File: src/rtl/core/sfce_pkg.sv
// Shared types and constants for the serial flow control engine.
`default_nettype none

package sfce_pkg;

   localparam int IN_DEPTH_DEF   = 32;
   localparam int HIGH_WATER_DEF = 24;
   localparam int OUT_DEPTH_DEF  = 64;

   localparam int CMD_W     = 4;
   localparam int BYTE_W    = 8;
   localparam int CNT_W     = 6;
   localparam int CSR_IDX_W = 4;

   localparam logic [CSR_IDX_W-1:0] REG_XOFF_CHAR = CSR_IDX_W'(0);
   localparam logic [CSR_IDX_W-1:0] REG_RAW_MODE  = CSR_IDX_W'(1);

   typedef enum logic [CMD_W-1:0] {
      CMD_RX_BYTE  = 4'd0,
      CMD_CTS      = 4'd1,
      CMD_TX_EMPTY = 4'd2,
      CMD_QUEUE    = 4'd3,
      CMD_START    = 4'd4,
      CMD_READ     = 4'd5,
      CMD_HSTOP    = 4'd6,
      CMD_HSTART   = 4'd7,
      CMD_INHIBIT  = 4'd8,
      CMD_CANCEL   = 4'd9
   } cmd_type;

   typedef enum logic [3:0] {
      OP_RX,
      OP_CTS,
      OP_TXE,
      OP_QUEUE,
      OP_START,
      OP_READ,
      OP_HSTOP,
      OP_HSTART,
      OP_INHIBIT,
      OP_CANCEL,
      OP_NONE
   } op_type;

   typedef struct packed {
      op_type            op;
      logic [BYTE_W-1:0] data;
      logic              level;
   } item_type;

   typedef enum logic [1:0] {
      ST_IDLE,
      ST_EMIT,
      ST_DRAIN
   } back_st_type;

endpackage

`default_nettype wire

File: src/rtl/core/sfce_front.sv
// Front end: request intake, command decode and two-entry request queue.
`default_nettype none

module sfce_front (
   input  logic                         clock,
   input  logic                         reset,
   input  logic                         req_valid,
   output logic                         req_stall,
   input  logic [sfce_pkg::CMD_W-1:0]   req_cmd,
   input  logic [sfce_pkg::BYTE_W-1:0]  req_data,
   input  logic                         req_level,
   output logic                         item_valid,
   output sfce_pkg::item_type           item,
   input  logic                         item_pop
);
   import sfce_pkg::*;

   logic [1:0] count_ff, count_in;
   logic       wr_ptr_ff, wr_ptr_in;
   logic       rd_ptr_ff, rd_ptr_in;
   item_type   q_ff [2];
   item_type   decoded;
   logic       push, pop;

   always_comb begin
      decoded.data  = req_data;
      decoded.level = req_level;
      unique case (cmd_type'(req_cmd))
         CMD_RX_BYTE:  decoded.op = OP_RX;
         CMD_CTS:      decoded.op = OP_CTS;
         CMD_TX_EMPTY: decoded.op = OP_TXE;
         CMD_QUEUE:    decoded.op = OP_QUEUE;
         CMD_START:    decoded.op = OP_START;
         CMD_READ:     decoded.op = OP_READ;
         CMD_HSTOP:    decoded.op = OP_HSTOP;
         CMD_HSTART:   decoded.op = OP_HSTART;
         CMD_INHIBIT:  decoded.op = OP_INHIBIT;
         CMD_CANCEL:   decoded.op = OP_CANCEL;
         default:      decoded.op = OP_NONE;
      endcase
   end

   assign req_stall  = (count_ff == 2'd2);
   assign push       = req_valid && !req_stall;
   assign item_valid = (count_ff != 2'd0);
   assign pop        = item_pop && item_valid;
   assign item       = q_ff[rd_ptr_ff];

   always_comb begin
      count_in  = count_ff + {1'b0, push} - {1'b0, pop};
      wr_ptr_in = push ? !wr_ptr_ff : wr_ptr_ff;
      rd_ptr_in = pop ? !rd_ptr_ff : rd_ptr_ff;
   end

   always_ff @(posedge clock) begin
      if (reset) begin
         count_ff  <= 2'd0;
         wr_ptr_ff <= 1'b0;
         rd_ptr_ff <= 1'b0;
      end else begin
         count_ff  <= count_in;
         wr_ptr_ff <= wr_ptr_in;
         rd_ptr_ff <= rd_ptr_in;
      end
   end

   always_ff @(posedge clock) begin
      if (push) begin
         q_ff[wr_ptr_ff] <= decoded;
      end
   end

endmodule

`default_nettype wire

File: src/rtl/core/sfce_back.sv
// Back end: flow-control state, input and output stores, result register.
`default_nettype none

module sfce_back #(
   parameter int IN_DEPTH   = sfce_pkg::IN_DEPTH_DEF,
   parameter int HIGH_WATER = sfce_pkg::HIGH_WATER_DEF,
   parameter int OUT_DEPTH  = sfce_pkg::OUT_DEPTH_DEF
) (
   input  logic                            clock,
   input  logic                            reset,
   input  logic                            item_valid,
   input  sfce_pkg::item_type              item,
   output logic                            item_pop,
   input  logic                            csr_wr,
   input  logic [sfce_pkg::CSR_IDX_W-1:0]  csr_index,
   input  logic [sfce_pkg::BYTE_W-1:0]     csr_data,
   output logic                            rsp_valid,
   input  logic                            rsp_stall,
   output logic                            rsp_tx_valid,
   output logic [sfce_pkg::BYTE_W-1:0]     rsp_tx_byte,
   output logic                            rsp_rts,
   output logic                            rsp_out_done,
   output logic                            rsp_done_pulse,
   output logic                            rsp_rx_valid,
   output logic [sfce_pkg::BYTE_W-1:0]     rsp_rx_byte,
   output logic [sfce_pkg::CNT_W-1:0]      rsp_rx_count,
   output logic                            rsp_last
);
   import sfce_pkg::*;

   localparam int IN_AW  = $clog2(IN_DEPTH);
   localparam int IN_CW  = $clog2(IN_DEPTH + 1);
   localparam int OUT_AW = (OUT_DEPTH > 1) ? $clog2(OUT_DEPTH) : 1;
   localparam int OUT_CW = $clog2(OUT_DEPTH + 1);

   localparam logic [IN_CW-1:0]  IN_LIM   = IN_CW'(IN_DEPTH);
   localparam logic [OUT_CW-1:0] OUT_LIM  = OUT_CW'(OUT_DEPTH);
   localparam bit                HW_REACH = (HIGH_WATER <= IN_DEPTH);
   localparam logic [IN_CW-1:0]  HW_VAL   = HW_REACH ? IN_CW'(HIGH_WATER) : '0;

   back_st_type st_ff, st_in;

   logic [BYTE_W-1:0] in_mem  [IN_DEPTH];
   logic [BYTE_W-1:0] out_mem [OUT_DEPTH];

   logic [IN_CW-1:0]  in_fill_ff, in_fill_in;
   logic [OUT_CW-1:0] out_loaded_ff, out_loaded_in;
   logic [OUT_CW-1:0] out_pos_ff, out_pos_in;
   logic              queued_ff, queued_in;
   logic              done_ff, done_in;
   logic              sw_ready_ff, sw_ready_in;
   logic              cts_ff, cts_in;
   logic              tx_idle_ff, tx_idle_in;
   logic              rts_ff, rts_in;
   logic              host_ready_ff, host_ready_in;
   logic [BYTE_W-1:0] xoff_char_ff, xoff_char_in;
   logic              raw_mode_ff, raw_mode_in;

   logic              sent_ff, sent_in;
   logic              pulse_ff, pulse_in;
   logic [IN_CW-1:0]  drain_cnt_ff, drain_cnt_in;
   logic [IN_AW-1:0]  rd_idx_ff, rd_idx_in;
   logic [BYTE_W-1:0] tx_rd_ff;
   logic [BYTE_W-1:0] in_rd_ff;

   logic              rsp_valid_ff, rsp_valid_in;
   logic              rsp_tx_valid_ff, rsp_tx_valid_in;
   logic [BYTE_W-1:0] rsp_tx_byte_ff, rsp_tx_byte_in;
   logic              rsp_rts_ff, rsp_rts_in;
   logic              rsp_out_done_ff, rsp_out_done_in;
   logic              rsp_done_pulse_ff, rsp_done_pulse_in;
   logic              rsp_rx_valid_ff, rsp_rx_valid_in;
   logic [BYTE_W-1:0] rsp_rx_byte_ff, rsp_rx_byte_in;
   logic [CNT_W-1:0]  rsp_rx_count_ff, rsp_rx_count_in;
   logic              rsp_last_ff, rsp_last_in;

   logic              exec;
   logic              trig;
   logic              complete_now;
   logic              go_drain;
   logic              in_we, out_we;
   logic [OUT_AW-1:0] tx_addr;
   logic [OUT_CW-1:0] pos_inc;
   logic [IN_CW-1:0]  fill_inc;
   logic [IN_CW-1:0]  idx_inc;
   logic              drain_last;
   logic              slot_free;
   logic              in_rd_en;
   logic [IN_AW-1:0]  in_rd_addr;

   assign exec       = (st_ff == ST_IDLE) && item_valid;
   assign item_pop   = exec;
   assign fill_inc   = in_fill_ff + IN_CW'(1);
   assign idx_inc    = IN_CW'(rd_idx_ff) + IN_CW'(1);
   assign drain_last = (idx_inc == drain_cnt_ff);
   assign slot_free  = !rsp_valid_ff || !rsp_stall;

   // configuration
   always_comb begin
      xoff_char_in = xoff_char_ff;
      raw_mode_in  = raw_mode_ff;
      if (csr_wr && csr_index == REG_XOFF_CHAR) begin
         xoff_char_in = csr_data;
      end
      if (csr_wr && csr_index == REG_RAW_MODE) begin
         raw_mode_in = csr_data[0];
      end
   end

   // request execution
   always_comb begin
      in_fill_in    = in_fill_ff;
      out_loaded_in = out_loaded_ff;
      out_pos_in    = out_pos_ff;
      queued_in     = queued_ff;
      done_in       = done_ff;
      sw_ready_in   = sw_ready_ff;
      cts_in        = cts_ff;
      tx_idle_in    = tx_idle_ff;
      rts_in        = rts_ff;
      host_ready_in = host_ready_ff;
      sent_in       = sent_ff;
      pulse_in      = pulse_ff;
      drain_cnt_in  = drain_cnt_ff;
      trig          = 1'b0;
      complete_now  = 1'b0;
      go_drain      = 1'b0;
      in_we         = 1'b0;
      out_we        = 1'b0;
      tx_addr       = OUT_AW'(out_pos_ff);
      pos_inc       = '0;
      if (exec) begin
         sent_in  = 1'b0;
         pulse_in = 1'b0;
         unique case (item.op)
            OP_RX: begin
               if (!raw_mode_ff) begin
                  if (item.data == xoff_char_ff) begin
                     sw_ready_in = 1'b0;
                  end else if (!sw_ready_ff) begin
                     sw_ready_in = 1'b1;
                     trig        = 1'b1;
                  end
               end
               if (in_fill_ff < IN_LIM) begin
                  in_we      = 1'b1;
                  in_fill_in = fill_inc;
                  if (HW_REACH && fill_inc == HW_VAL) begin
                     rts_in = 1'b0;
                  end
               end
            end
            OP_CTS: begin
               if (!item.level) begin
                  cts_in = 1'b0;
               end else if (!cts_ff) begin
                  cts_in = 1'b1;
                  trig   = 1'b1;
               end
            end
            OP_TXE: begin
               tx_idle_in = 1'b1;
               trig       = 1'b1;
            end
            OP_QUEUE: begin
               if (out_loaded_ff < OUT_LIM) begin
                  out_we        = 1'b1;
                  out_loaded_in = out_loaded_ff + OUT_CW'(1);
               end
            end
            OP_START: begin
               out_pos_in = '0;
               queued_in  = 1'b1;
               if (out_loaded_ff == '0) begin
                  complete_now = 1'b1;
               end else begin
                  trig = 1'b1;
               end
            end
            OP_READ: begin
               if (in_fill_ff != '0) begin
                  go_drain     = 1'b1;
                  in_fill_in   = '0;
                  drain_cnt_in = in_fill_ff;
                  if (!rts_ff && host_ready_ff) begin
                     rts_in = 1'b1;
                  end
               end
            end
            OP_HSTOP: begin
               host_ready_in = 1'b0;
               rts_in        = 1'b0;
            end
            OP_HSTART: begin
               host_ready_in = 1'b1;
               if (!HW_REACH || in_fill_ff < HW_VAL) begin
                  rts_in = 1'b1;
               end
            end
            OP_INHIBIT: begin
               sw_ready_in = !item.level;
            end
            OP_CANCEL: begin
               done_in       = 1'b0;
               queued_in     = 1'b0;
               out_loaded_in = '0;
               out_pos_in    = '0;
            end
            default: begin
            end
         endcase
         // one send attempt per request
         if (trig && cts_in && queued_in && sw_ready_in && tx_idle_in) begin
            if (out_pos_in >= out_loaded_in || out_pos_in >= OUT_LIM) begin
               complete_now = 1'b1;
            end else begin
               sent_in    = 1'b1;
               tx_addr    = OUT_AW'(out_pos_in);
               pos_inc    = out_pos_in + OUT_CW'(1);
               out_pos_in = pos_inc;
               tx_idle_in = 1'b0;
               if (pos_inc >= out_loaded_in) begin
                  complete_now = 1'b1;
               end
            end
         end
         if (complete_now) begin
            done_in       = 1'b1;
            queued_in     = 1'b0;
            pulse_in      = 1'b1;
            out_loaded_in = '0;
            out_pos_in    = '0;
         end
      end
   end

   // next state
   always_comb begin
      st_in = st_ff;
      unique case (st_ff)
         ST_IDLE: begin
            if (item_valid) begin
               st_in = go_drain ? ST_DRAIN : ST_EMIT;
            end
         end
         ST_EMIT: begin
            if (slot_free) begin
               st_in = ST_IDLE;
            end
         end
         ST_DRAIN: begin
            if (slot_free && drain_last) begin
               st_in = ST_IDLE;
            end
         end
         default: st_in = ST_IDLE;
      endcase
   end

   // result register and store walk
   always_comb begin
      rsp_valid_in      = rsp_valid_ff && rsp_stall;
      rsp_tx_valid_in   = rsp_tx_valid_ff;
      rsp_tx_byte_in    = rsp_tx_byte_ff;
      rsp_rts_in        = rsp_rts_ff;
      rsp_out_done_in   = rsp_out_done_ff;
      rsp_done_pulse_in = rsp_done_pulse_ff;
      rsp_rx_valid_in   = rsp_rx_valid_ff;
      rsp_rx_byte_in    = rsp_rx_byte_ff;
      rsp_rx_count_in   = rsp_rx_count_ff;
      rsp_last_in       = rsp_last_ff;
      rd_idx_in         = rd_idx_ff;
      in_rd_en          = 1'b0;
      in_rd_addr        = '0;
      unique case (st_ff)
         ST_IDLE: begin
            rd_idx_in = '0;
            in_rd_en  = 1'b1;
         end
         ST_EMIT: begin
            if (slot_free) begin
               rsp_valid_in      = 1'b1;
               rsp_tx_valid_in   = sent_ff;
               rsp_tx_byte_in    = sent_ff ? tx_rd_ff : '0;
               rsp_rts_in        = rts_ff;
               rsp_out_done_in   = done_ff;
               rsp_done_pulse_in = pulse_ff;
               rsp_rx_valid_in   = 1'b0;
               rsp_rx_byte_in    = '0;
               rsp_rx_count_in   = '0;
               rsp_last_in       = 1'b1;
            end
         end
         ST_DRAIN: begin
            if (slot_free) begin
               rsp_valid_in      = 1'b1;
               rsp_tx_valid_in   = 1'b0;
               rsp_tx_byte_in    = '0;
               rsp_rts_in        = rts_ff;
               rsp_out_done_in   = done_ff;
               rsp_done_pulse_in = 1'b0;
               rsp_rx_valid_in   = 1'b1;
               rsp_rx_byte_in    = in_rd_ff;
               rsp_rx_count_in   = CNT_W'(drain_cnt_ff);
               rsp_last_in       = drain_last;
               rd_idx_in         = IN_AW'(idx_inc);
               in_rd_en          = 1'b1;
               in_rd_addr        = IN_AW'(idx_inc);
            end
         end
         default: begin
         end
      endcase
   end

   always_ff @(posedge clock) begin
      if (reset) begin
         st_ff         <= ST_IDLE;
         in_fill_ff    <= '0;
         out_loaded_ff <= '0;
         out_pos_ff    <= '0;
         queued_ff     <= 1'b0;
         done_ff       <= 1'b0;
         sw_ready_ff   <= 1'b1;
         cts_ff        <= 1'b0;
         tx_idle_ff    <= 1'b1;
         rts_ff        <= 1'b1;
         host_ready_ff <= 1'b1;
         xoff_char_ff  <= '0;
         raw_mode_ff   <= 1'b1;
         rsp_valid_ff  <= 1'b0;
      end else begin
         st_ff         <= st_in;
         in_fill_ff    <= in_fill_in;
         out_loaded_ff <= out_loaded_in;
         out_pos_ff    <= out_pos_in;
         queued_ff     <= queued_in;
         done_ff       <= done_in;
         sw_ready_ff   <= sw_ready_in;
         cts_ff        <= cts_in;
         tx_idle_ff    <= tx_idle_in;
         rts_ff        <= rts_in;
         host_ready_ff <= host_ready_in;
         xoff_char_ff  <= xoff_char_in;
         raw_mode_ff   <= raw_mode_in;
         rsp_valid_ff  <= rsp_valid_in;
      end
   end

   always_ff @(posedge clock) begin
      sent_ff           <= sent_in;
      pulse_ff          <= pulse_in;
      drain_cnt_ff      <= drain_cnt_in;
      rd_idx_ff         <= rd_idx_in;
      rsp_tx_valid_ff   <= rsp_tx_valid_in;
      rsp_tx_byte_ff    <= rsp_tx_byte_in;
      rsp_rts_ff        <= rsp_rts_in;
      rsp_out_done_ff   <= rsp_out_done_in;
      rsp_done_pulse_ff <= rsp_done_pulse_in;
      rsp_rx_valid_ff   <= rsp_rx_valid_in;
      rsp_rx_byte_ff    <= rsp_rx_byte_in;
      rsp_rx_count_ff   <= rsp_rx_count_in;
      rsp_last_ff       <= rsp_last_in;
   end

   // stores
   always_ff @(posedge clock) begin
      if (in_we) begin
         in_mem[IN_AW'(in_fill_ff)] <= item.data;
      end
      if (in_rd_en) begin
         in_rd_ff <= in_mem[in_rd_addr];
      end
   end

   always_ff @(posedge clock) begin
      if (out_we) begin
         out_mem[OUT_AW'(out_loaded_ff)] <= item.data;
      end
      if (st_ff == ST_IDLE) begin
         tx_rd_ff <= out_mem[tx_addr];
      end
   end

   assign rsp_valid      = rsp_valid_ff;
   assign rsp_tx_valid   = rsp_tx_valid_ff;
   assign rsp_tx_byte    = rsp_tx_byte_ff;
   assign rsp_rts        = rsp_rts_ff;
   assign rsp_out_done   = rsp_out_done_ff;
   assign rsp_done_pulse = rsp_done_pulse_ff;
   assign rsp_rx_valid   = rsp_rx_valid_ff;
   assign rsp_rx_byte    = rsp_rx_byte_ff;
   assign rsp_rx_count   = rsp_rx_count_ff;
   assign rsp_last       = rsp_last_ff;

endmodule

`default_nettype wire

File: src/rtl/core/serial_flow_control_engine_core.sv
// Serial flow control engine top level: request queue, engine and result register.
// A request passes the request queue and the engine's execute and emit passes before its
// first result is registered; the engine takes no new request until that is done, and a
// stalled result holds it; a read yields one result per stored byte, one store read each.
// Reset: synchronous, active high; stores are not cleared, no clearing pass.
`default_nettype none

module serial_flow_control_engine_core #(
   parameter int IN_DEPTH   = sfce_pkg::IN_DEPTH_DEF,
   parameter int HIGH_WATER = sfce_pkg::HIGH_WATER_DEF,
   parameter int OUT_DEPTH  = sfce_pkg::OUT_DEPTH_DEF
) (
   input  logic                            clock,
   input  logic                            reset,
   input  logic                            req_valid,
   output logic                            req_stall,
   input  logic [sfce_pkg::CMD_W-1:0]      req_cmd,
   input  logic [sfce_pkg::BYTE_W-1:0]     req_data,
   input  logic                            req_level,
   output logic                            rsp_valid,
   input  logic                            rsp_stall,
   output logic                            rsp_tx_valid,
   output logic [sfce_pkg::BYTE_W-1:0]     rsp_tx_byte,
   output logic                            rsp_rts,
   output logic                            rsp_out_done,
   output logic                            rsp_done_pulse,
   output logic                            rsp_rx_valid,
   output logic [sfce_pkg::BYTE_W-1:0]     rsp_rx_byte,
   output logic [sfce_pkg::CNT_W-1:0]      rsp_rx_count,
   output logic                            rsp_last,
   input  logic                            csr_valid,
   output logic                            csr_ready,
   input  logic [sfce_pkg::CSR_IDX_W-1:0]  csr_index,
   input  logic [sfce_pkg::BYTE_W-1:0]     csr_data
);
   import sfce_pkg::*;

   logic     item_valid;
   item_type item;
   logic     item_pop;
   logic     csr_wr;

   assign csr_ready = 1'b1;
   assign csr_wr    = csr_valid && csr_ready;

   sfce_front u_front (
      .clock      (clock),
      .reset      (reset),
      .req_valid  (req_valid),
      .req_stall  (req_stall),
      .req_cmd    (req_cmd),
      .req_data   (req_data),
      .req_level  (req_level),
      .item_valid (item_valid),
      .item       (item),
      .item_pop   (item_pop)
   );

   sfce_back #(
      .IN_DEPTH   (IN_DEPTH),
      .HIGH_WATER (HIGH_WATER),
      .OUT_DEPTH  (OUT_DEPTH)
   ) u_back (
      .clock          (clock),
      .reset          (reset),
      .item_valid     (item_valid),
      .item           (item),
      .item_pop       (item_pop),
      .csr_wr         (csr_wr),
      .csr_index      (csr_index),
      .csr_data       (csr_data),
      .rsp_valid      (rsp_valid),
      .rsp_stall      (rsp_stall),
      .rsp_tx_valid   (rsp_tx_valid),
      .rsp_tx_byte    (rsp_tx_byte),
      .rsp_rts        (rsp_rts),
      .rsp_out_done   (rsp_out_done),
      .rsp_done_pulse (rsp_done_pulse),
      .rsp_rx_valid   (rsp_rx_valid),
      .rsp_rx_byte    (rsp_rx_byte),
      .rsp_rx_count   (rsp_rx_count),
      .rsp_last       (rsp_last)
   );

   // a read never sends
   a_read_no_send: assert property (@(posedge clock) disable iff (reset)
      rsp_valid && rsp_rx_valid |-> !rsp_tx_valid && !rsp_done_pulse)
      else $error("read result carries a send");

   // completion always leaves done set
   a_pulse_done: assert property (@(posedge clock) disable iff (reset)
      rsp_valid && rsp_done_pulse |-> rsp_out_done)
      else $error("done pulse without done flag");

   // non-read results are single and carry no drain count
   a_single_result: assert property (@(posedge clock) disable iff (reset)
      rsp_valid && !rsp_rx_valid |-> rsp_last && rsp_rx_count == '0 && rsp_rx_byte == '0)
      else $error("status result malformed");

   // a drained byte comes with a non-zero count
   a_drain_count: assert property (@(posedge clock) disable iff (reset)
      rsp_valid && rsp_rx_valid |-> rsp_rx_count != '0 || IN_DEPTH == 64)
      else $error("drained byte with zero count");

endmodule

`default_nettype wire
File: config.mk
export PLATFORM = sky130hd
export DESIGN_NAME = serial_flow_control_engine_core
export DESIGN_NICKNAME = d
export VERILOG_FILES = /design/src/rtl/core/sfce_pkg.sv /design/src/rtl/core/sfce_front.sv /design/src/rtl/core/sfce_back.sv /design/src/rtl/core/serial_flow_control_engine_core.sv
export SDC_FILE = /design/constraint.sdc
export NUM_CORES = 1
export LEC_CHECK = 0
export ABC_AREA = 1
export BUFFER_PORTS_ARGS = -buffer_cell sky130_fd_sc_hd__clkbuf_2
export CAP_MARGIN = 25
export CELL_PAD_IN_SITES_DETAIL_PLACEMENT = 1
export CELL_PAD_IN_SITES_GLOBAL_PLACEMENT = 2
export CORE_MARGIN = 1.5
export CORE_UTILIZATION = 44
export DETAILED_ROUTE_END_ITERATION = 12
export HOLD_SLACK_MARGIN = 0.03
export PLACE_DENSITY = 0.91
export SLEW_MARGIN = 25
export SYNTH_ARGS = -nofsm -noshare
export SYNTH_HDL_FRONTEND = slang
export SYNTH_HIERARCHICAL = 1
export SYNTH_SLANG_ARGS = --single-unit
File: constraint.sdc
create_clock -name clock -period 5.03 [get_ports clock]
set_input_delay 0.503 -clock clock [delete_from_list [all_inputs] [get_ports clock]]
set_output_delay 0.503 -clock clock [all_outputs]
set_load 0.01 [all_outputs]
### Word-level counts from Yosys, hierarchy flattened

Memories as Yosys holds them, arrays and structs flattened. A register that Yosys moved wholly into a read port is not among the register bits.
Cells that the tools add are included.

| word-level totals | value |
|---|---|
| bits in read-only memories | 64 |
| logic and storage cells | 217 |
| flip-flop bits (word level) | 84 |
| RAM bits | 794 |
| memories | 4 |

Memories:

| memory | depth | width | rd ports | clocked after Yosys merged registers in | write ports | RTL line | text |
|---|---|---|---|---|---|---|---|
| u_back.out_mem | 64 | 8 | 1 | 1 | 1 | sfce_back.sv:44 | `logic [BYTE_W-1:0] out_mem [OUT_DEPTH];` |
| u_back.in_mem | 32 | 8 | 1 | 1 | 1 | sfce_back.sv:43 | `logic [BYTE_W-1:0] in_mem [IN_DEPTH];` |
| (name not given) | 16 | 4 | 1 | 0 | 0 | sfce_front.sv:28 | `unique case (cmd_type'(req_cmd))` |
| u_front.q_ff | 2 | 13 | 1 | 1 | 1 | sfce_front.sv:21 | `item_type q_ff [2];` |

| operators by class | value |
|---|---|
| add/subtract/negate cells | 6 |
| $lt $le $gt $ge | 6 |
| eq/ne operators | 25 |
| reduce and logical (&&, ||, !) cells | 44 |
| muxes and demuxes | 102 |

Operator list:

| kind | number |
|---|---|
| $mux 1 | 59 |
| $mux 7 | 8 |
| $mux 6 | 7 |
| $mux 8 | 4 |
| $pmux 8 s2 | 2 |
| $pmux 6 s2 | 2 |
| $ne 2x1->1 const B | 9 |
| $eq 4x3->1 const B | 4 |
| $pmux 1 s2 | 8 |
| $mux 5 | 3 |
| $add 7x1->7 const B | 2 |
| $ge 7x7->1 | 2 |
| $pmux 7 s2 | 1 |
| $logic_and 1x1->1 | 12 |
| $reduce_bool 2->1 | 6 |
| $pmux 5 s2 | 1 |
| $reduce_and 3->1 | 3 |
| $eq 4x1->1 const B | 2 |
| $eq 4x2->1 const B | 2 |
| $eq 4x4->1 const B | 2 |
| $eq 8x8->1 | 1 |
| $logic_not 4->1 | 2 |
| $mux 2 | 4 |
| $pmux 1 s4 | 2 |
| other kinds (23) | 35 |

### Logic depth before layout (Yosys ltp)

Gate-level depths: netlist of the first run.

| depth | value |
|---|---|
| depth after elaboration | 13 |
| gate-level depth with buffers | 31 |

### By module

Netlist of the first run, hierarchy kept.

Modules (own cells, without submodules):

| module | cells an instance | times used | area an instance (um2) |
|---|---|---|---|
| sfce_back | 3255 | 1 | 37414.6 |
| sfce_front | 85 | 1 | 1256.2 |
| serial_flow_control_engine_core | 2 | 1 | 11.3 |

### Worst setup path before layout of the first run

Ideal clock, no wire load.

| timing path | value |
|---|---|
| kind | reg-to-reg |
| start | reg with a tool-made name |
| end | reg u_back.tx_rd_ff[6] (read register of u_back.out_mem) (data pin) |
| stages on the path, launching flop included | 30 |
| setup slack | 1.430 ns |
| data arrival time | 3.346 ns |
| buffers on the path | 4 |
| period minus slack after synthesis | 3.600 ns |
| required time | 4.776 ns |
| cells stage by stage | dfxtp_1 buf_6 mux2_4 nor2_1 nand2_1 nor2_1 inv_1 o21ai_0 ha_1 inv_1 nand2_1 nand2_1 nand2_1 nand2_1 nand2_1 nand2_1 nand2_1 nand3_1 nand2_1 nand2_2 nand3_4 buf_6 buf_6 buf_6 o2111ai_1 nand3_1 nand3_1 nand3_1 nand3_1 nand2_1 |

RTL lines:

| item | RTL line | text |
|---|---|---|
| end: declaration | sfce_back.sv:63 | `logic [BYTE_W-1:0] tx_rd_ff;` |

==> results of run 1 <==
## timing repair
| item | in CTS | in global routing |
|---|---|---|
| endpoints found under the hold margin | 18 | 0 |
| resized for setup | 0 | 4 |
| hold buffers | 9 | 0 |
| setup endpoints to repair | 0 | 8 |
## layer usage
metal  vias up  global-route usage, %
li1      11900                      -
met1     13700                   33.3
met2       944                   42.2
met3       211                   4.46
met4         2                   8.48
met5         -                      0
## final cells by class
| class | count | area, um^2 | share of cell area [%] |
|---|---|---|---|
| sequential | 895 | 26400 | 60.6 |
| multi-input combinational | 1920 | 10100 | 23.2 |
| clock buffer | 120 | 2590 | 5.95 |
| tap | 1155 | 1450 | 3.31 |
| inverter | 338 | 1270 | 2.91 |
| timing repair buffer | 160 | 1220 | 2.80 |
| clock inverter | 55 | 528 | 1.21 |
## flip-flops by register name (all words and copies together) (netlist names), 7 cells and up, named ones only
signal	flops
u_back/in_mem	256
u_back/xoff_char_ff	8
u_back/in_rd_ff	8
u_back/out_pos_ff	7
u_back/rsp_rx_byte	8
u_front/q_ff	26
u_back/out_mem	512
u_back/rsp_tx_byte	8
u_back/tx_rd_ff	8
u_back/out_loaded_ff	7
## power breakdown
group	leakage [nW]	switching (W)	total, W	internal, W
Clock	1.53	0.00297	0.00704	0.00407
Combinational	6.28	0.00220	0.00282	0.000626
Sequential	8.06	0.000213	0.00934	0.00913
Total	15.9	0.00538	0.0192	0.0138
## worst max-delay path: cells and delay by family (launching register included)
kind	cells	cell delay, ns
buffers and inverters	5	0.92
flip-flops	1	0.41
AND/OR/NAND/NOR	22	2.44
multiplexers	1	0.40
adder cells (fa/ha/maj)	1	0.31
## logic make-up (layout without fill, tap and decap cells)
logic type | Yosys count | after routing | synth area share (%)
and+or+nand+nor | 1465 | 1465 | 18.1
other | 1 | 1 | 0.00969
adders and majority gates | 23 | 23 | 0.744
muxes | 29 | 29 | 0.889
DFF | 895 | 895 | 68.3
buffers and inverters | 527 | 673 | 5.62
AOI/OAI and AO/OA | 387 | 387 | 5.98
xor gates and xnor gates | 15 | 15 | 0.340
## cells in the final DEF, fill, tap and decap left out, drive strengths merged, types with 16 or more instances in the layout
| cell type | count |
|---|---|
| clkinv | 45 |
| ha | 23 |
| nand2 | 318 |
| mux2i | 16 |
| nand3 | 539 |
| dfxtp | 44 |
| inv | 338 |
| edfxtp | 851 |
| o221ai | 16 |
| nand3b | 120 |
| o2111ai | 24 |
| o211ai | 27 |
| o21ai | 188 |
| a21oi | 53 |
| or2 | 105 |
| buf | 92 |
| o22ai | 33 |
| clkbuf | 179 |
| nor2 | 370 |
## metrics by stage
step	cell area [um^2]	total power [W]
2_1_floorplan	38700	0.0109
3_3_place_gp	40400	0.0122
3_5_place_dp	40400	0.0123
4_1_cts	43600	0.0193
5_1_grt	43600	0.0198
6_report	43600	0.0192
## how the worst min path moves through the flow
stage | slack, ns | to | start
6_report | 0.09 | u_front/q_ff[0][12]$_DFFE_PP_ | req_cmd[3]
5_1_grt | 0.08 | u_front/q_ff[0][12]$_DFFE_PP_ | req_cmd[3]
4_1_cts | 0.06 | u_front/q_ff[1][12]$_DFFE_PP_ | req_cmd[3]
3_5_place_dp | 0.42 | u_back/rsp_out_done$_DFFE_PP_ | u_back/done_ff$_SDFFE_PP0P_
3_3_place_gp | 0.42 | u_back/rsp_out_done$_DFFE_PP_ | u_back/done_ff$_SDFFE_PP0P_
2_1_floorplan | 0.40 | u_back/rsp_out_done$_DFFE_PP_ | u_back/done_ff$_SDFFE_PP0P_
==> results.yml, run 1 <==
outcome:
  status: "complete, no violations"
routing:
  drc: 0
  drt-total-wl_mm: 114
  final_antenna_net_count: 0
  route.met2.wl_mm: 56.1
  wl_per_cell_um: 24.6
  vias_per_cell: 5.76
  drt_iter0_markers: 2847
  met3_length_mm: 7.85
  dr.pass1.iters: 6
  highest_layer: "met5"
  met1_length_mm: 46.6
  vias: 26700
yosys:
  synthArstFlopShare_pct: 0
  ys_seq_elements: 895
  yosys.area.top_type: "edfxtp_1"
  yosysMostFrequentCell: "edfxtp_1"
  ys_types: 50
  synthCells: 3342
  synth_edf_count: 851
  netlist_top_cells_count: "edfxtp_1, nand3_1, nor2_1"
  synth_nets: 3395
  synth-main-ff-cell: "edfxtp_1"
  synth_area_leaders: "edfxtp_1, nand3_1, nor2_1"
  yosys_warnings: 6
  syn_avg_cell_area_um2: 11.6
  seq_area_frac_synth_pct: 68.3
  yosys.area.top_type_share_pct: 66.1
  syn_area_mm2: 0.0387
clock_tree:
  clockBufferDepth: 3
  cts_setup_buffers: 0
  cts_root_buf: "clkbuf_16"
  htree_num_levels: 3
  cts_sinks: 895
  numCtsBuffers: 94
  clk_pin_slew_ns: 0.06
  cts_tree: "done"
  clock_latency_ns: 0.68
setup_path:
  regToRegSetupSlack_ns: 0.38
  r2r_end: "u_back/tx_rd_ff[4]$_DFFE_PP_"
  crit_top_cell: "nand2_1"
  cp_slowest_stage_delay_ns: 0.41
  cp-start-kind: "flop"
  slowest_stage: "dfxtp_2"
  crit_path_end_kind: "flop"
  crit_required_ns: 5.58
  arrival_ns: 5.20
  ff2ff_path_depth: 29
  crit_type: "flop to flop"
  cp_max_fo: 26
  crit_end: "u_back/tx_rd_ff[4]$_DFFE_PP_"
layout:
  num_antenna_cells: 0
  drive_gt1_share_pct: 12.8
  instances_no_fill: 4643
  fill_cells: 9090
  area_growth_pct: 12.8
  fin_util_pct: 50.2
  fin_nets: 3462
timing:
  slew_headroom_pct: 31.1
  finalWorstPathRequiredPeriod_ns: 4.65
  skew_ns: 0.0397
  final_hold_viol_count: 0
  finalSetupTns_ns: 0
  finalWorstSetupSlack_ns: 0.380
  timing.fmax_mhz: 215
  setup_viol_count_final: 0
  tightest_slew_ns: 1.03
  hold_slack_ns: 0.0897
  rsz0062_at_grt: "false"
  timing.final.crit_share_pct: 92.4
  drv_slew: 0
die:
  start_util_pct: 44.5
  die_h_um: 300
  io-pin-count: 61
  die_w_um: 300
  rows: 108
  core_mm2: 0.0869
  dieArea_mm2: 0.0897
grt:
  grt_pass1_vias: 28000
  grt_overflow: 0
  grt_max_degree: 111
  grt_use_total_pct: 25.3
  grt_pass1_wl_mm: 173
  antenna_found_initial: 2
hold_path:
  hp-class: "input pin to flop"
  min_path_cells: 1
power_and_ir_drop:
  powerDensity_mw_per_mm2: 440
  p_leak_nw: 15.9
  vdd_drop_max_uv: 322
flow_run:
  max-cap-violations: 0
place:
  dp_slack_ns: 0.264
  gp_congestion: 0.855
  dpl.hpwl_mm: 68.7
  dp_cells: 4459
  portBuffers: 59
(Power assumes the default switching activity.)
==> inputs of run 2 (changes only) <==
--- a/config.mk
+++ b/config.mk
@@ -6,15 +6,15 @@
 export NUM_CORES = 1
 export LEC_CHECK = 0
 export ABC_AREA = 1
-export BUFFER_PORTS_ARGS = -buffer_cell sky130_fd_sc_hd__clkbuf_2
-export CAP_MARGIN = 25
+export CAP_MARGIN = 20
 export CELL_PAD_IN_SITES_DETAIL_PLACEMENT = 1
 export CELL_PAD_IN_SITES_GLOBAL_PLACEMENT = 2
 export CORE_MARGIN = 1.5
 export CORE_UTILIZATION = 44
 export DETAILED_ROUTE_END_ITERATION = 12
+export DONT_BUFFER_PORTS = 1
 export HOLD_SLACK_MARGIN = 0.03
-export PLACE_DENSITY = 0.91
+export PLACE_DENSITY = 0.9
 export SLEW_MARGIN = 25
 export SYNTH_ARGS = -nofsm -noshare
 export SYNTH_HDL_FRONTEND = slang
==> run 2 against run 1 <==
  * Sequential share of layout area is 0.23 points higher
  * Global-route usage decreased by 0.40 points
  * Die area stayed put
  * Cell count decreased by 0.86%
  * Critical endpoint is now u_back/tx_rd_ff[5]$_DFFE_PP_
  * Worst setup slack got worse by 0.022 ns
  * Sequential power grew 0.9%
==> results.yml, run 2 (synthesized netlist as in run 1, its figures left out) <==
outcome:
  status: "complete, no violations"
grt:
  antenna_found_initial: 2
  grt_use_total_pct: 24.9
  busiest_layer: "met2"
  grt_pass1_vias: 27600
  grt_overflow: 0
  grt_util_met3_pct: 5.07
  grt_pass1_wl_mm: 170
  use_met2_pct: 40.8
  use_met1_pct: 33.0
  grt_max_degree: 121
clock_tree:
  cts_root_buf: "clkbuf_16"
  htree_num_levels: 3
  cts_sinks: 895
  clockBufferDepth: 3
  clk_pin_slew_ns: 0.06
  numCtsBuffers: 93
  cts_tree: "done"
  clock_latency_ns: 0.69
setup_path:
  crit_path_end_kind: "flop"
  regToRegSetupSlack_ns: 0.36
  cp_max_fo: 18
  crit_top_cell: "nand2_1"
  crit_required_ns: 5.46
  slowest_stage: "dfxtp_2"
  arrival_ns: 5.10
  cp-start-kind: "flop"
  crit_type: "flop to flop"
  r2r_end: "u_back/tx_rd_ff[5]$_DFFE_PP_"
  cp_slowest_stage_delay_ns: 0.44
  ff2ff_path_depth: 31
die:
  die_h_um: 300
  core_mm2: 0.0869
  io-pin-count: 61
  start_util_pct: 44.5
  rows: 108
  dieArea_mm2: 0.0897
  die_w_um: 300
layout:
  final_common_cell: "edfxtp_1"
  largest_reg_flops: 512
  area_growth_pct: 12.3
  reg_top3: "u_back/out_mem x512, u_back/in_mem x256, u_front/q_ff x26"
  fin_nets: 3428
  layout_common_cells: "edfxtp_1, nand3_1, nor2_1, inv_1, nand2_1"
  fin_util_pct: 50.0
  num_antenna_cells: 0
  top_register: "u_back/out_mem"
  drive_gt1_share_pct: 11.5
hold_path:
  min_to: "u_back/xoff_char_ff[3]$_SDFFE_PP0P_"
  min_path_cells: 2
  hp-class: "input pin to flop"
  hold_start: "csr_data[3]"
timing:
  setup_viol_count_final: 0
  tightest_slew_ns: 1.10
  finalWorstPathRequiredPeriod_ns: 4.67
  slew_headroom_pct: 26.3
  drv_slew: 0
  timing.final.crit_share_pct: 92.9
  hold_slack_ns: 0.0543
  finalSetupTns_ns: 0
  skew_ns: 0.0662
  finalWorstSetupSlack_ns: 0.358
  timing.fmax_mhz: 214
  final_hold_viol_count: 0
routing:
  vias: 26500
  drt_iter0_markers: 2800
  final_antenna_net_count: 0
  drc: 0
  wl_per_cell_um: 24.5
  drt-total-wl_mm: 113
  vias_per_cell: 5.77
  dr.pass1.iters: 5
place:
  portBuffers: 0
  dpl.hpwl_mm: 67.2
  gp_congestion: 0.852
  dp_slack_ns: -0.0895
power_and_ir_drop:
  switchingPower_w: 0.00533
  combPwrFrac_pct: 13.9
  p_int_w: 0.0134
  p_sw_share_pct: 28.5
  powerDensity_mw_per_mm2: 430
  vdd_drop_max_uv: 482
  p_clk_share_pct: 35.7
  seqPwrFrac_pct: 50.4
  p_leak_nw: 15.6
flow_run:
  max-cap-violations: 0
[run 2: timing repair]
action | 4_1_cts | 5_1_grt
hold buffers | 17 | 0
gates cloned | 0 | 3
setup buffers | 0 | 16
pin swaps | 0 | 2
gates resized for setup | 2 | 12
setup endpoints to repair | 2 | 8
endpoints found under the hold margin | 60 | 0
[run 2: worst max path at each step]
stage | end | slack (ns) | start | cells past startpoint
2_1_floorplan | u_back/tx_rd_ff[6]$_DFFE_PP_ | 1.43 | flop | 29
3_3_place_gp | u_back/tx_rd_ff[7]$_DFFE_PP_ | 0.11 | flop | 29
3_5_place_dp | u_back/tx_rd_ff[7]$_DFFE_PP_ | -0.09 | flop | 29
4_1_cts | u_back/tx_rd_ff[7]$_DFFE_PP_ | 0.01 | flop | 29
5_1_grt | u_back/tx_rd_ff[7]$_DFFE_PP_ | -0.02 | flop | 30
6_report | u_back/tx_rd_ff[5]$_DFFE_PP_ | 0.36 | flop | 31
[run 2: worst max-delay path, delay by kind of cell (launching register included)]
family | cells | cell delay (ns)
AOI/OAI and AO/OA | 1 | 0.16
buffers and inverters | 5 | 0.67
adders and majority gates | 1 | 0.29
and+or+nand+nor | 23 | 2.42
DFF | 1 | 0.44
muxes | 1 | 0.42
[run 2: power by group through the flow]
stage,clock (W),combinational (W),sequential [W]
6_report,0.00667,0.00260,0.00942
5_1_grt,0.00701,0.00279,0.00946
4_1_cts,0.00676,0.00259,0.00942
3_5_place_dp,0,0.00256,0.00956
3_3_place_gp,0,0.00246,0.00956
2_1_floorplan,0,0.00144,0.00943
[run 2: layout make-up]
cell class / instances / area, um^2
Clock buffer: 112 / 2430
Clock inverter: 56 / 508
Fill cell: 9062 / 43400
Inverter: 338 / 1270
Multi-Input combinational cell: 1922 / 10200
Sequential cell: 895 / 26400
Tap cell: 1155 / 1450
Timing Repair Buffer: 125 / 1190
[run 2: per-layer routing]
layer | routed length [um] | share of wire (%)
met1 | 46900 | 42
met4 | 3470 | 3.1
met5 | 15 | 0.013
met2 | 54100 | 48
met3 | 8300 | 7.4
[run 2: per-stage QoR]
| step | instances | instance area (um^2) | total power [W] |
|---|---|---|---|
| finish | 4603 | 43400 | 0.0187 |
| global route | 4603 | 43400 | 0.0193 |
| CTS | 4584 | 43200 | 0.0188 |
| detailed placement | 4399 | 40100 | 0.0121 |
| global placement | 4399 | 40100 | 0.0120 |
| floorplan | 3342 | 38700 | 0.0109 |
==> inputs of run 3 (changes only) <==
--- a/config.mk
+++ b/config.mk
@@ -9,10 +9,10 @@
 export CAP_MARGIN = 20
 export CELL_PAD_IN_SITES_DETAIL_PLACEMENT = 1
 export CELL_PAD_IN_SITES_GLOBAL_PLACEMENT = 2
-export CORE_MARGIN = 1.5
 export CORE_UTILIZATION = 44
 export DETAILED_ROUTE_END_ITERATION = 12
 export DONT_BUFFER_PORTS = 1
+export GPL_TIMING_DRIVEN = 0
 export HOLD_SLACK_MARGIN = 0.03
 export PLACE_DENSITY = 0.9
 export SLEW_MARGIN = 25
==> run 3 against run 2 <==
  * Sequential power decreased by 0.5%
  * Cell count increased by 2.0%
  * Register-to-register slack got worse by 0.20 ns
  * Critical path type unchanged
  * Largest cell class unchanged
  * Highest routed layer unchanged
==> results.yml, run 3 (synthesized netlist as in run 1, its figures left out) <==
grt:
  antenna_found_initial: 5
  grt_overflow: 0
  grt_pass1_wl_mm: 185
  grt_max_degree: 99
  grt_pass1_vias: 28400
  grt_use_total_pct: 28.1
setup_path:
  r2r_end: "u_back/tx_rd_ff[5]$_DFFE_PP_"
  regToRegSetupSlack_ns: 0.16
  cp_max_fo: 10
  crit_path_end_kind: "flop"
  ff2ff_path_depth: 27
  arrival_ns: 5.34
  crit_type: "flop to flop"
  crit_required_ns: 5.49
  cp-start-kind: "flop"
  crit_end: "u_back/tx_rd_ff[5]$_DFFE_PP_"
clock_tree:
  cts_tree: "done"
  clock_latency_ns: 0.69
  cts_setup_buffers: 0
  numCtsBuffers: 95
  cts_sinks: 895
  clockBufferDepth: 3
  htree_num_levels: 3
  cts_root_buf: "clkbuf_16"
  clk_pin_slew_ns: 0.07
power_and_ir_drop:
  p_int_w: 0.0138
  vdd_drop_max_uv: 445
  p_clk_share_pct: 37.1
  finalPower_w: 0.0192
  combPwrFrac_pct: 14.2
  seqPwrFrac_pct: 48.7
  p_leak_nw: 15.7
  switchingPower_w: 0.00545
  powerDensity_mw_per_mm2: 440
  p_sw_share_pct: 28.3
layout:
  layout_common_cells: "edfxtp_1, nand3_1, nor2_1, inv_1, nand2_1"
  largest_reg_flops: 512
  register_area_mm2: 0.0264
  top_register: "u_back/out_mem"
  multi_input_area_mm2: 0.0102
  final_common_cell: "edfxtp_1"
  drive_gt1_share_pct: 11.2
  fill_cells: 9160
  area_growth_pct: 13.1
  instances_no_fill: 4694
  fin_nets: 3511
  reg_top3: "u_back/out_mem x512, u_back/in_mem x256, u_front/q_ff x26"
place:
  gp_congestion: 0.965
  portBuffers: 0
  dpl.hpwl_mm: 81.3
  dp_cells: 4498
die:
  dieArea_mm2: 0.0891
  die_h_um: 299
  die_w_um: 299
  rows: 108
  core_mm2: 0.0869
  io-pin-count: 61
  start_util_pct: 44.5
routing:
  drc: 0
  vias_per_cell: 5.89
  vias: 27600
  wl_per_cell_um: 26.8
  dr.pass1.iters: 6
  drt-total-wl_mm: 126
  drt_iter0_markers: 2897
  final_antenna_net_count: 0
timing:
  timing.fmax_mhz: 205
  final_hold_viol_count: 0
  setup_viol_count_final: 0
  skew_ns: 0.0553
  slew_headroom_pct: 27.7
  tightest_slew_ns: 1.08
  timing.final.crit_share_pct: 96.9
  finalWorstPathRequiredPeriod_ns: 4.87
  drv_slew: 0
hold_path:
  hp-class: "input pin to flop"
  hold_start: "csr_data[1]"
flow_run:
  max-cap-violations: 0
outcome:
  status: "complete, no violations"
## run 3: routing by layer
metal	GRT usage, %	wire (um)	up-vias
li1	-	-	12000
met1	36.8	50500	14100
met2	46.1	60500	1196
met3	4.99	9550	301
met4	11.7	5380	4
met5	0	20	-
## run 3: critical path, cell delays in order, from the launching register on
cell	delay [ns]
dfxtp_2	0.40
buf_12	0.19
mux2_4	0.35
nor2_1	0.19
nand2_2	0.19
nand2_4	0.19
nor2_2	0.09
inv_1	0.13
ha_1	0.25
inv_1	0.06
nand2_1	0.04
nand2_1	0.05
nand2_1	0.06
nand2_1	0.08
nand2_1	0.06
nand2_1	0.06
nand2_1	0.06
nand3_1	0.07
nand2_1	0.07
nand2_2	0.12
nand3_4	0.20
buf_6	0.23
nand2_2	0.17
clkbuf_1	0.50
nand3_1	0.28
nand3_1	0.14
nand3_1	0.09
nand2_1	0.30
## run 3: final cells by class
type / count / area share, %
buffer: 188 / 2.25
clock inverter: 59 / 1.54
tap: 1155 / 3.30
inverter: 338 / 2.91
sequential: 895 / 60.4
antenna: 2 / 0.0114
multi-input combinational: 1920 / 23.4
clock buffer: 117 / 5.71
timing repair buffer: 20 / 0.481
## run 3: power by group through the flow
stage	sequential [W]	combinational (W)	clock (W)
after floorplan	0.00943	0.00144	0
after global placement	0.00953	0.00251	0
after detailed placement	0.00950	0.00266	0
after CTS	0.00936	0.00271	0.00724
after global routing	0.00940	0.00291	0.00751
final	0.00937	0.00272	0.00714
## run 3: how the worst min path moves through the flow
stage / to / depth (start not counted)
floorplan: u_back/rsp_out_done$_DFFE_PP_ / 0
global placement: u_back/rsp_out_done$_DFFE_PP_ / 0
detailed placement: u_back/rsp_out_done$_DFFE_PP_ / 0
CTS: u_back/xoff_char_ff[7]$_SDFFE_PP0P_ / 2
global route: u_back/xoff_char_ff[1]$_SDFFE_PP0P_ / 2
finish: u_back/xoff_char_ff[1]$_SDFFE_PP0P_ / 2
## run 3: timing repair
action,in CTS,in global routing
setup endpoints to repair,8,8
endpoints found under the hold margin,33,0
resized for setup,9,48
hold buffers,19,0
## run 3: per-stage QoR
stage	cell area [um^2]	hold WS, ns	setup TNS, ns	utilization, %	setup WS [ns]
2_1_floorplan	38700	0.402	0	-	1.43
3_3_place_gp	40100	0.412	-1.24	46.2	-0.185
3_5_place_dp	40300	0.438	-1.81	46.3	-0.255
4_1_cts	43600	0.0306	-0.0000875	50.2	-0.0000875
5_1_grt	43700	0.0488	-0.183	50.3	-0.0425
6_report	43700	0.0554	0	50.3	0.156
